===== src/rtl/wgcp_pkg.sv =====
// shared types and constants for the world to grid cell projection
package wgcp_pkg;

    localparam int WORD_W    = 32;
    localparam int LAYER_W   = 8;
    localparam int IDX_W     = 4;
    localparam int PROD_W    = 2 * WORD_W;
    localparam int COEF_FRAC = 24;
    localparam int CELL_FRAC = 16;
    localparam int TERM_W    = PROD_W - COEF_FRAC;
    localparam int PAIR_W    = TERM_W + 1;
    localparam int SUM_W     = TERM_W + 2;
    localparam int CELL_W    = SUM_W - CELL_FRAC;
    localparam int CX_W      = 6;
    localparam int CY_W      = 6;
    localparam int CZ_W      = 4;

    localparam logic [IDX_W-1:0] REG_COEF_XX       = 4'd0;
    localparam logic [IDX_W-1:0] REG_COEF_XY       = 4'd1;
    localparam logic [IDX_W-1:0] REG_COEF_YX       = 4'd2;
    localparam logic [IDX_W-1:0] REG_COEF_YY       = 4'd3;
    localparam logic [IDX_W-1:0] REG_OFFSET_X      = 4'd4;
    localparam logic [IDX_W-1:0] REG_OFFSET_Y      = 4'd5;
    localparam logic [IDX_W-1:0] REG_LAYER_SHIFT_X = 4'd6;
    localparam logic [IDX_W-1:0] REG_LAYER_SHIFT_Y = 4'd7;

    typedef struct packed {
        logic signed [WORD_W-1:0] coef_xx;
        logic signed [WORD_W-1:0] coef_xy;
        logic signed [WORD_W-1:0] coef_yx;
        logic signed [WORD_W-1:0] coef_yy;
        logic signed [WORD_W-1:0] offset_x;
        logic signed [WORD_W-1:0] offset_y;
        logic signed [WORD_W-1:0] layer_shift_x;
        logic signed [WORD_W-1:0] layer_shift_y;
    } cfg_t;

    typedef struct packed {
        logic en1;
        logic en2;
        logic en3;
    } pipe_ctl_t;

endpackage


===== src/rtl/wgcp_cfg.sv =====
// configuration register file
module wgcp_cfg (
    input  logic                          clk,
    input  logic                          rst_n,
    input  logic                          cfg_we,
    input  logic [wgcp_pkg::IDX_W-1:0]    cfg_index,
    input  logic [wgcp_pkg::WORD_W-1:0]   cfg_data,
    output wgcp_pkg::cfg_t                cfg
);
    import wgcp_pkg::*;

    cfg_t cfg_reg;
    cfg_t cfg_next;

    always_comb
    begin
        cfg_next = cfg_reg;
        if (cfg_we)
        begin
            unique case (cfg_index)
                REG_COEF_XX:       cfg_next.coef_xx       = cfg_data;
                REG_COEF_XY:       cfg_next.coef_xy       = cfg_data;
                REG_COEF_YX:       cfg_next.coef_yx       = cfg_data;
                REG_COEF_YY:       cfg_next.coef_yy       = cfg_data;
                REG_OFFSET_X:      cfg_next.offset_x      = cfg_data;
                REG_OFFSET_Y:      cfg_next.offset_y      = cfg_data;
                REG_LAYER_SHIFT_X: cfg_next.layer_shift_x = cfg_data;
                REG_LAYER_SHIFT_Y: cfg_next.layer_shift_y = cfg_data;
                default:           cfg_next = cfg_reg;
            endcase
        end
    end

    always_ff @(posedge clk or negedge rst_n)
    begin
        if (!rst_n)
            cfg_reg <= '0;
        else
            cfg_reg <= cfg_next;
    end

    assign cfg = cfg_reg;

endmodule


===== config.mk =====
export PLATFORM = sky130hd
export DESIGN_NAME = wgcp_cfg
export DESIGN_NICKNAME = d
export VERILOG_FILES = /design/src/rtl/wgcp_pkg.sv /design/src/rtl/wgcp_cfg.sv
export SDC_FILE = /design/constraint.sdc
export NUM_CORES = 1
export LEC_CHECK = 0
export BUFFER_PORTS_ARGS = -buffer_cell sky130_fd_sc_hd__buf_4
export CELL_PAD_IN_SITES_DETAIL_PLACEMENT = 1
export CELL_PAD_IN_SITES_GLOBAL_PLACEMENT = 2
export CORE_AREA = 2 2 200 202
export DETAILED_ROUTE_END_ITERATION = 8
export DIE_AREA = 0 0 202 204
export HOLD_SLACK_MARGIN = 0.12
export MAX_ROUTING_LAYER = met4
export PLACE_DENSITY_LB_ADDON = 0.12
export SYNTH_ARGS = -nofsm -noshare
export SYNTH_HDL_FRONTEND = slang
export SYNTH_SLANG_ARGS = --single-unit

===== constraint.sdc =====
create_clock -name clk -period 1.8 [get_ports clk]
set_input_delay 0.36 -clock clk [delete_from_list [all_inputs] [get_ports clk]]
set_output_delay 0.36 -clock clk [all_outputs]
set_load 0.02 [all_outputs]

# Yosys cells after proc, flatten, opt, wreduce, memory -nomap -nowiden
# Index checks and enable logic that the tools add are counted.
word_totals:
  regBits: 256
  out_inout_bits: 256
op_classes:
  n_eq_ne: 7
  n_reduce_logical: 9
ops:
  columns: ["cell", "n"]
  rows:
  - ["$eq A4 B3 Y1 const B", 4]
  - ["$reduce_and A2 Y1", 8]
  - ["$eq A4 B2 Y1 const B", 2]
  - ["$eq A4 B1 Y1 const B", 1]
  - ["$logic_not A4 Y1", 1]

# Logic depth before layout (Yosys ltp)
depth:
  word_depth: 2
  mapped_depth: 5
  ltp_nobuf: 3

# Worst setup path after synthesis
# OpenSTA, ideal clock, no wires.
synth_path:
  path_type: "input -> register"
  start: "in cfg_index[1] in the netlist's numbering"
  end: "reg cfg_reg (netlist bit cfg[100])"
  setup_time_ns: 0.125
  arrival_time_ns: 1.457
  setup_slack_ns: 0.217
  stages: 5
  n_path_buf: 3
  cell_sequence: "clkbuf_1 or3_1 buf_2 buf_6 mux2_4"
synth_via:
  elab_chain_len: 2
synth_rtl:
  columns: ["element", "line_no", "rtl"]
  rows:
  - ["from (decl)", "wgcp_cfg.sv:6", "input logic [wgcp_pkg::IDX_W-1:0] cfg_index,"]
  - ["$eq A4 B3 Y1", "wgcp_cfg.sv:20", "unique case (cfg_index)"]
  - ["$reduce_and A2 Y1 (no source line)", null, null]
  - ["to (signal assigned)", "wgcp_cfg.sv:39", "cfg_reg <= cfg_next;"]
  - ["to (decl)", "wgcp_cfg.sv:12", "cfg_t cfg_reg;"]
# No other way between the ends.
# A chain may end at the register's enable or synchronous reset.

# Worst setup path in the final report
layout_path:
  start: "reg cfg_reg (netlist bit cfg[73])"
  end: "out cfg[73] in the netlist's numbering"
layout_rtl:
  columns: ["element", "line_no", "rtl"]
  rows:
  - ["to (decl)", "wgcp_cfg.sv:8", "output wgcp_pkg::cfg_t cfg"]
# No word-level cell between the ends.

==> summary.txt <==
Status
  • Outcome: complete, no violations

Pwr
  • Leakage Power: 6.83 nW
  • Sequential Power Share: 0.383
  • Peak supply drop: 0.000796 V
  • Logic pwr share: 0.291
  • Net Sw Power: 0.00639 W
  • Pwr per Cell Area: 1440 mW/mm^2
  • Internal Power: 0.0143 W
  • Net Sw Frac: 0.309
  • Total power: 0.0207 W
  • Clock network power share: 0.327

Detailed routing
  • Vias after detailed routing: 6209
  • Vias per cell: 4.24
  • Iter 0 DRT Violations: 158
  • WL final: 31.3 mm
  • Post-DRT Antenna Nets: 0
  • Residual DRC: 0
  • 1st-pass router iterations: 3
  • Drt wl/cell: 21.4 um

Layout
  • Area grow syn2layout: 48.1%
  • Share of cells above drive strength 1: 0.683
  • Max reg flops: 256
  • Most frequent cells in the layout: 307 x buf_4, 256 x dfrtp_1, 225 x mux2_2
  • Commonest non-fill, non-tap cell in the layout: buf_4
  • Post-layout util: 0.365
  • Nets: 955
  • Ant diodes: 0

Yosys
  • Synth top area share: 0.663
  • Avg Inst Size Synth: 17.5 sq um
  • Seq/Total Area, Yosys: 0.663
  • Synth Area in Compound Gates: 0
  • Post-synthesis xor/xnor area fraction: 0
  • Synth warnings: 0
  • Cell type with the largest total area after synthesis: dfrtp_1
  • Simple-gate portion of the synthesized area: 0.0104
  • Synth Net Count: 591
  • Multiplexer area fraction after synthesis: 0.310
  • Post-Synthesis Cell Area: 0.00967 sq mm
  • Post-synth cell types: 16
  • Top cells by area, synth: dfrtp_1 66%, mux2_2 26%, mux2_4 4.7%, buf_2 0.98%, nor3b_2 0.39%
  • Largest family of logic cells by synthesized area: multiplexers
  • Number of synthesized register bits: 256
  • Synthesized-area fraction occupied by adder cells: 0
  • Gate Count Post-Synth: 552

STA
  • Clock Skew: 0 ps
  • Fmax: 0.669 GHz
  • Final period utilization: 0.830
  • Tightest Pin Transition: 458 ps
  • Max Slew Vio Count: 0
  • Final Setup Violations: 0
  • Smallest setup slack after layout: 305 ps
  • Final Hold Fails: 0
  • Fin Hold WS: 321 ps
  • RSZ-0062 raised after global routing: no
  • Slew HR: 0.695
  • Post-route minimum period: 1490 ps

Worst setup path
  • Max stage delay on crit path: 410 ps
  • Req. time, crit path: 1440 ps
  • Slowest stage cell, crit path: dfrtp_1
  • CP Launch Type: flip-flop
  • Worst Path Arrival: 1130 ps
  • Buf+Inv Stages, Crit Path: 1
  • Cell Chain, Critical Path: buf_4
  • Worst Setup End Kind: output pin
  • Setup CP Type: reg2out
  • Crit-path leading delay family: flip-flops
  • Crit-path max FO: 2

Clock network
  • CTS Sinks: 256
  • Later-pin clock latency in the skew report: 550 ps
  • TritonCTS Buffers: 31
  • Post-cts gate resize count: 0
  • Max H-tree Level: 1
  • CTS tree: yes
  • Clock-pin slew on the worst setup and hold paths: 60 ps
  • Maximum buffer depth of the clock tree: 3
  • Clock Tree Root: clkbuf_16

Place
  • Placer Congestion: 0.751
  • IO Port Bufs: 294
  • HPWL Detailed: 22.0 mm
  • Dpl ws: -49.1 ps

GRT
  • Initial antenna violation count: 0
  • First-pass GRT wire length: 47.2 mm
  • Number of global-route vias before repair: 7096
  • Grt total ovfl: 0
  • Largest net degree at the start of global routing: 49
  • Overall Global Routing Usage: 0.156

Floorplan
  • Core Region: 0.0392 sq mm
  • Area of the die: 0.0412 sq mm
  • Die width: 202 um
  • Die H: 204 um
  • Initial Utilization: 0.247
  • Num rows: 73
  • I/O Pins: 295

Flow run
  • Max Cap Viol: 0

Worst hold path
  • Hold Crit Class: in2async
-- area by class of cell --
type                            instances  area [sq um]
Timing Repair Buffer                  359          3010
Clock buffer                           46           942
Tap cell                              525           657
Sequential cell                       256          6410
Fill cell                            4022         24900
Clock inverter                         11           183
Multi-Input combinational cell        268          3120
-- metal layers --
| layer | up-vias | track usage | wire length, um |
|---|---|---|---|
| met5 | - | - | 0 |
| met3 | 33 | 0.0379 | 1860 |
| li1 | 2687 | - | - |
| met4 | 0 | 0.0412 | 585 |
| met1 | 3304 | 0.197 | 13700 |
| met2 | 185 | 0.250 | 15200 |
-- power groups by stage --
| stage | clock network [W] | registers [W] | logic [W] |
|---|---|---|---|
| after CTS | 0.00698 | 0.00793 | 0.00612 |
| final | 0.00675 | 0.00791 | 0.00601 |
| after floorplan | 0 | 0.00951 | 0.00130 |
| after detailed placement | 0 | 0.00800 | 0.00605 |
| after global routing | 0.00721 | 0.00811 | 0.00634 |
| after global placement | 0 | 0.00794 | 0.00598 |
-- through the flow --
stage                     instances  setup TNS [ps]  area [sq um]
final                          1465               0         14300
after global routing           1465               0         14300
after CTS                      1465               0         14300
after detailed placement       1375           -1900         12900
after global placement         1375            -732         12900
after floorplan                 552               0          9670
-- logic make-up (layout without fill, tap and decap cells) --
logic type    after synthesis  in the layout
mux                       256            256
flops                     256            256
buf+inv                    28            416
simple gates               12             12
-- what timing repair did --
action,in CTS,in global routing
endpoints found under the hold margin,364,0
setup buffers,0,0
hold buffers,33,0
-- path summary, 6_finish.rpt --
check,end,startpoint,slack (ps),cells after the start
max,cfg[73],cfg[73],310,1
min,cfg[198],rst_n,320,2
max reg2reg,cfg[73],cfg[73],1000,1
min reg2reg,cfg[237],cfg[237],510,1
max in group asynchronous,cfg[85],rst_n,830,3
min in group clk,cfg[97],cfg_index[1],430,4
-- cell usage after synthesis (all sizes together) --
cell / number
and3: 1
or3: 1
nand3b: 3
nand2: 2
buf: 25
clkbuf: 3
dfrtp: 256
nor2: 2
nor3b: 3
mux2: 256
(Power assumes the default switching activity.)
